## config.mk

```make
export PLATFORM = sky130hd
export DESIGN_NAME = nnsb_divider
export DESIGN_NICKNAME = d
export VERILOG_FILES = /design/src/sv/nnsb_pkg.sv /design/src/sv/nnsb_divider.sv
export SDC_FILE = /design/constraint.sdc
export NUM_CORES = 1
export LEC_CHECK = 0
export BUFFER_PORTS_ARGS = -buffer_cell sky130_fd_sc_hd__buf_4
export CAP_MARGIN = 20
export CORE_MARGIN = 5
export CORE_UTILIZATION = 69
export CTS_BUF_LIST = sky130_fd_sc_hd__clkbuf_8
export DETAILED_ROUTE_END_ITERATION = 16
export PLACE_DENSITY_LB_ADDON = 0.1
export SKIP_CTS_REPAIR_TIMING = 1
export SYNTH_ARGS = -nofsm -noshare
export SYNTH_HDL_FRONTEND = slang
export SYNTH_SLANG_ARGS = --single-unit
```

## constraint.sdc

```tcl
create_clock -name clk -period 19.51 [get_ports clk]
set_input_delay 3.902 -clock clk [delete_from_list [all_inputs] [get_ports clk]]
set_output_delay 3.902 -clock clk [all_outputs]
set_load 0.01 [all_outputs]
```

## src/sv/nnsb_pkg.sv

```systemverilog
package nnsb_pkg;

	localparam int SRC_STRIDE  = 64;
	localparam int SCREEN_W    = 640;
	localparam int SCREEN_H    = 480;

	localparam int ADDR_W      = 12;
	localparam int STORE_DEPTH = 1 << ADDR_W;
	localparam int PIX_W       = 32;
	localparam int OFF_W       = 10;
	localparam int SW_W        = 7;
	localparam int POS_W       = 12;
	localparam int DIM_W       = 10;
	localparam int SCR_W       = 10;
	localparam int Q_W         = SW_W;
	localparam int REM_W       = OFF_W + SW_W;
	localparam int DX_W        = POS_W + 1;
	localparam int CFG_AW      = 5;
	localparam int PDATA_W     = 32;

	typedef enum logic [2:0] {
		REG_SRC_WIDTH,
		REG_SRC_HEIGHT,
		REG_DEST_LEFT,
		REG_DEST_TOP,
		REG_DEST_WIDTH,
		REG_DEST_HEIGHT
	} reg_idx_t;

	typedef struct packed {
		logic              command;
		logic [ADDR_W-1:0] load_index;
		logic [PIX_W-1:0]  load_pixel;
		logic [OFF_W-1:0]  offset_x;
		logic [OFF_W-1:0]  offset_y;
	} cmd_t;

	typedef struct packed {
		logic             write_enable;
		logic [SCR_W-1:0] screen_x;
		logic [SCR_W-1:0] screen_y;
		logic [PIX_W-1:0] screen_pixel;
	} pix_t;

	typedef struct packed {
		logic load;
		logic draw;
	} stage_ctl_t;

	typedef struct packed {
		logic s2;
		logic s3;
		logic s4;
	} div_en_t;

	typedef struct packed {
		logic [REM_W-1:0] rem;
		logic [Q_W-1:0]   q;
	} div_acc_t;

	// restoring division, n quotient bits starting at bit hi, quotient shifts in from the right
	function automatic div_acc_t div_steps(div_acc_t a, logic [DIM_W-1:0] dv, int hi, int n);
		div_acc_t         r;
		logic [REM_W-1:0] sub;
		logic             bit_q;
		r = a;
		for (int i = 0; i < 3; i++) begin
			if (i < n) begin
				sub   = REM_W'(dv) << (hi - i);
				bit_q = (r.rem >= sub);
				if (bit_q) begin
					r.rem = r.rem - sub;
				end
				r.q = {r.q[Q_W-2:0], bit_q};
			end
		end
		return r;
	endfunction

endpackage

```

## src/sv/nnsb_divider.sv

```systemverilog
module nnsb_divider (
	input  logic                            clk,
	input  nnsb_pkg::div_en_t               en,
	input  logic [nnsb_pkg::REM_W-1:0]      dividend,
	input  logic [nnsb_pkg::DIM_W-1:0]      divisor,
	output logic [nnsb_pkg::Q_W-1:0]        quotient
);
	import nnsb_pkg::*;

	localparam int STEP_A = 3;
	localparam int STEP_B = 2;
	localparam int STEP_C = Q_W - STEP_A - STEP_B;

	div_acc_t acc_s2, acc_s3, acc_s4;
	div_acc_t seed;

	assign seed = '{rem: dividend, q: '0};

	always_ff @(posedge clk) begin
		if (en.s2) begin
			acc_s2 <= div_steps(seed, divisor, Q_W - 1, STEP_A);
		end
		if (en.s3) begin
			acc_s3 <= div_steps(acc_s2, divisor, Q_W - 1 - STEP_A, STEP_B);
		end
		if (en.s4) begin
			acc_s4 <= div_steps(acc_s3, divisor, STEP_C - 1, STEP_C);
		end
	end

	assign quotient = acc_s4.q;

endmodule

```

# Word-level counts from Yosys, hierarchy flattened

Cells that the tools add are included.

Bits in registers: 53
Bits of input ports: 31
Logic and storage cells: 28
Output and inout bits: 7

Mux-type cells: 10
Magnitude comparators: 7
Add/sub/neg operators: 6

Operators with widths:

| cell             | number |
|---|---|
| $mux W17         | 6 |
| $mux W24         | 4 |
| $ge A17 B10 Y1   | 1 |
| $ge A17 B11 Y1   | 1 |
| $ge A17 B12 Y1   | 1 |
| $ge A17 B13 Y1   | 1 |
| $ge A17 B14 Y1   | 1 |
| $ge A17 B15 Y1   | 1 |
| $ge A17 B16 Y1   | 1 |
| $sub A17 B11 Y17 | 1 |
| $sub A17 B12 Y17 | 1 |
| $sub A17 B13 Y17 | 1 |
| $sub A17 B14 Y17 | 1 |
| $sub A17 B15 Y17 | 1 |
| $sub A17 B16 Y17 | 1 |

# Longest topological paths before layout

Depth in word-level cells: 8
Mapped depth: 33
Mapped depth without buffers: 29

# Worst setup path before layout

OpenSTA, ideal clock, no wires.

Path type: input to register
From: input port divisor[9] (netlist bit)
To: register acc_s2[13] (netlist bit) (data pin)
Buffers on the path: 5
Setup slack: 9378 ps
Data arrival time: 9869 ps
Stages on the path: 30
Library setup time: 262 ps
Required time: 19248 ps
Cells stage by stage: inv_1 ha_1 buf_6 a211o_1 a31o_1 nor4_2 or2_1 buf_4 inv_2 clkbuf_1 o21ai_0 fa_1 nor2b_1 o31a_1 o221ai_1 nand3_1 nor2_1 nand2_2 buf_2 a21oi_1 ha_1 a21o_1 a211oi_1 o21bai_1 a21oi_1 o21ai_0 or2_2 nor4_4 buf_6 mux2_1

Longest elaborated chain between the ends: 8
Elaborated cells between the ends (all ways): 11
Classes of those cells: add/sub: 3; order compare: 3; mux: 5

RTL lines:

| what                                               | line                           | text |
|---|---|---|
| start: declaration                                 | nnsb_divider.sv:5              | `input logic [nnsb_pkg::DIM_W-1:0] divisor,` |
| $ge A17 B16 Y1 or $sub A17 B16 Y17 (tied branches) | nnsb_pkg.sv:70, nnsb_pkg.sv:72 |  |
| $mux W17                                           | nnsb_pkg.sv:71                 | `if (bit_q) begin` |
| $mux W24                                           | nnsb_divider.sv:20             | `if (en.s2) begin` |
| $sub A17 B15 Y17 or $ge A17 B15 Y1 (tied branches) | nnsb_pkg.sv:72, nnsb_pkg.sv:70 |  |
| $mux W17                                           | nnsb_pkg.sv:71                 |  |
| $mux W24                                           | nnsb_divider.sv:20             |  |
| $sub A17 B14 Y17 or $ge A17 B14 Y1 (tied branches) | nnsb_pkg.sv:72, nnsb_pkg.sv:70 |  |
| $mux W17 *                                         | nnsb_pkg.sv:71                 |  |
| end signal: assignment                             | nnsb_divider.sv:21             | `acc_s2 <= div_steps(seed, divisor, Q_W - 1, STEP_A);` |
| end: declaration                                   | nnsb_divider.sv:14             | `div_acc_t acc_s2, acc_s3, acc_s4;` |

Mark *: on every way between the ends. The rest lies on a longest branch, timed or not. The select of a mux whose other input is x is not followed.
A chain may end at the register's enable or synchronous reset.

# Final worst setup path

Ends and elaborated chain as after synthesis.

==> metrics.cfg <==
[die]
die_w_um = 99.2
pin_count = 38
die_h_um = 99.2
core_area_um2 = 7730
die_area_um2 = 9840
rows = 32
start_util_pct = 71.1

[timing]
slew_headroom_pct = 49.0
setup-violations-final = 0
tns_ns = 0
timing.fmax_ghz = 0.0901
drv_slew = 0
rsz0062_at_grt = false
tightest_slew_ns = 0.764
hold_viol = 0
post-route-period-util_pct = 56.9
period_needed_ns = 11.10
skew_ns = 0.00720

[finish]
fin_util_pct = 77.1
fillers = 536
mostFrequentLayoutCell = ha_1
area_growth_pct = 8.54
final_cells = 748
drive_above_1_share_pct = 10.7
multiInputGateArea_um2 = 3800
layout_common_cells = 70 x ha_1, 49 x a21oi_1, 49 x edfxtp_1, 45 x nand2_1, 44 x nor2_1
final_net_count = 752
antenna_cells = 0
final_cell_area_um2 = 5960
seq_area_um2 = 1470

[yosys]
synth_cell_type_count = 73
synth-warning-count = 0
syn_area_um2 = 5490
synth-async-reset-ratio_pct = 0
synth_fp_nets = 717
ys_seq_area_share_pct = 26.8
postSynthCellCount = 610
ys.flop_type = edfxtp_1
ys_ff_latch = 49
synth.avg_cell_area_um2 = 9.00
synth-edff-count = 49

[worst_setup_path]
cp-end-kind = flop
timing_worst_setup_path_type = in -> reg
arrival_ns = 11.15
crit_fanout = 16
cp.required_ns = 19.56
start_kind = input pin

[route]
drtIter0Drc = 284
final_antenna_net_count = 0
drcViolationCount = 0
totalWireLength_mm = 12.9
viasPerCell = 6.45
routedWlPerCell_um = 17.3
via_count = 4825
firstDrtPassIters = 5

[clock_network]
cts_root_buffer = clkbuf_8
cts_tree = done
clk_pin_slew_ns = 0.09
cts_max_level = 2
clk_latency_ns = 0.30
clockBufferDepth = 2
cts_sinks = 49
cts_buffers = 5

[grt]
grt.total_usage_pct = 26.4
grt_pass1_wl_mm = 21.5
grt-ovfl-total = 0
grt_max_degree = 25
grt_pass1_vias = 4851
antenna_found_initial = 0

[placement]
gp_congestion = 0.885
dpl_cell_area_um2 = 5850
portBuffers = 37
hpwl_mm = 10.6
dpl.cell_count = 740

[power_and_ir_drop]
power_density_nw_per_um2 = 153
power_leakage_uw = 0.00249
ir_worst_vdd_v = 0.0000646

[worst_hold_path]
hold_path_class = reg -> reg

[run_status]
outcome = complete, no violations

[run]
cap_violations = 0

cell families after synthesis:
group	Yosys count	share of synthesized area (%)
buffers and inverters	54	4.06
AO/OA/AOI/OAI	188	22.0
XOR/XNOR	44	7.02
AND/OR/NAND/NOR	171	16.2
flip-flops	49	26.8
adder cells (fa/ha/maj)	76	18.1
multiplexers	28	5.86
final timing paths:
path         startpoint           to  slack (ns)  cells after the start
max          divisor[9]   acc_s2[13]        8.41                     28
min           acc_s3[2]  quotient[4]        0.43                      0
max reg2reg  acc_s2[10]   acc_s3[21]       13.74                     22
min reg2reg   acc_s3[2]  quotient[4]        0.43                      0
per-stage QoR:
| stage | setup WS, ns | hold WS (ns) | power (uW) |
|---|---|---|---|
| 2_1_floorplan | 9.38 | 0.400 | 711 |
| 3_3_place_gp | 8.40 | 0.400 | 805 |
| 3_5_place_dp | 8.19 | 0.406 | 833 |
| 4_1_cts | 8.52 | 0.427 | 906 |
| 5_1_grt | 7.87 | 0.449 | 996 |
| 6_report | 8.41 | 0.431 | 915 |
per-layer routing:
layer,up-vias,share of wire [%],track usage [%]
met2,180,51,48.6
met4,0,5.2,15.9
met3,57,4.8,2.88
met1,2229,39,29.0
li1,2359,-,-
met5,-,0,0
critical path: stages:
cell and delay, ns:
buf_4 0.10, inv_1 0.26, ha_1 0.39, a211o_1 0.35, a31o_1 0.20, nor4_2 0.27
or2_1 0.23, inv_2 0.17, o21ai_0 0.48, fa_1 0.32, nor2b_1 0.08, o31a_1 0.30
o221ai_1 0.29, nand3_1 0.13, nor2_1 0.21, nand2_2 0.26, nor2_1 0.16, a21oi_1 0.07
ha_1 0.38, a21oi_1 0.23, nor2_1 0.06, a211oi_1 0.37, o21bai_1 0.14, a21oi_1 0.31
o21ai_0 0.17, or2_2 0.35, nor4_4 0.56, mux2_1 0.39
final cells by class:
type                            instances  share of cell area [%]
Sequential cell                        49                    24.7
Inverter                               43                    2.71
Clock inverter                          3                   0.693
Timing Repair Buffer                   39                    4.91
Tap cell                              102                    2.14
Clock buffer                            5                    1.15
Multi-Input combinational cell        507                    63.7
sequential cells by signal (all words and copies together) (netlist names):
register / flops
acc_s2: 20
acc_s3: 22
quotient: 7
where the power goes:
| group | switching, uW | internal (uW) | leakage, uW |
|---|---|---|---|
| logic | 353 | 290 | 0.00197 |
| registers | 21.4 | 181 | 0.000472 |
| clock network | 32.5 | 37.7 | 0.0000518 |
cell usage after synthesis, drive strengths merged, types with 9 or more instances:
master | n | area share, %
xor2 | 14 | 2.2
a211oi | 9 | 1.2
mux2 | 20 | 4.2
nor2b | 11 | 1.3
edfxtp | 49 | 27
xnor2 | 30 | 4.8
o21ai | 48 | 4.4
o21a | 10 | 1.4
inv | 43 | 2.9
ha | 70 | 16
a21o | 21 | 2.9
a21oi | 49 | 4.5
nand2 | 46 | 3.2
nor2 | 44 | 3.0
Power figures use the tool's default switching activity.
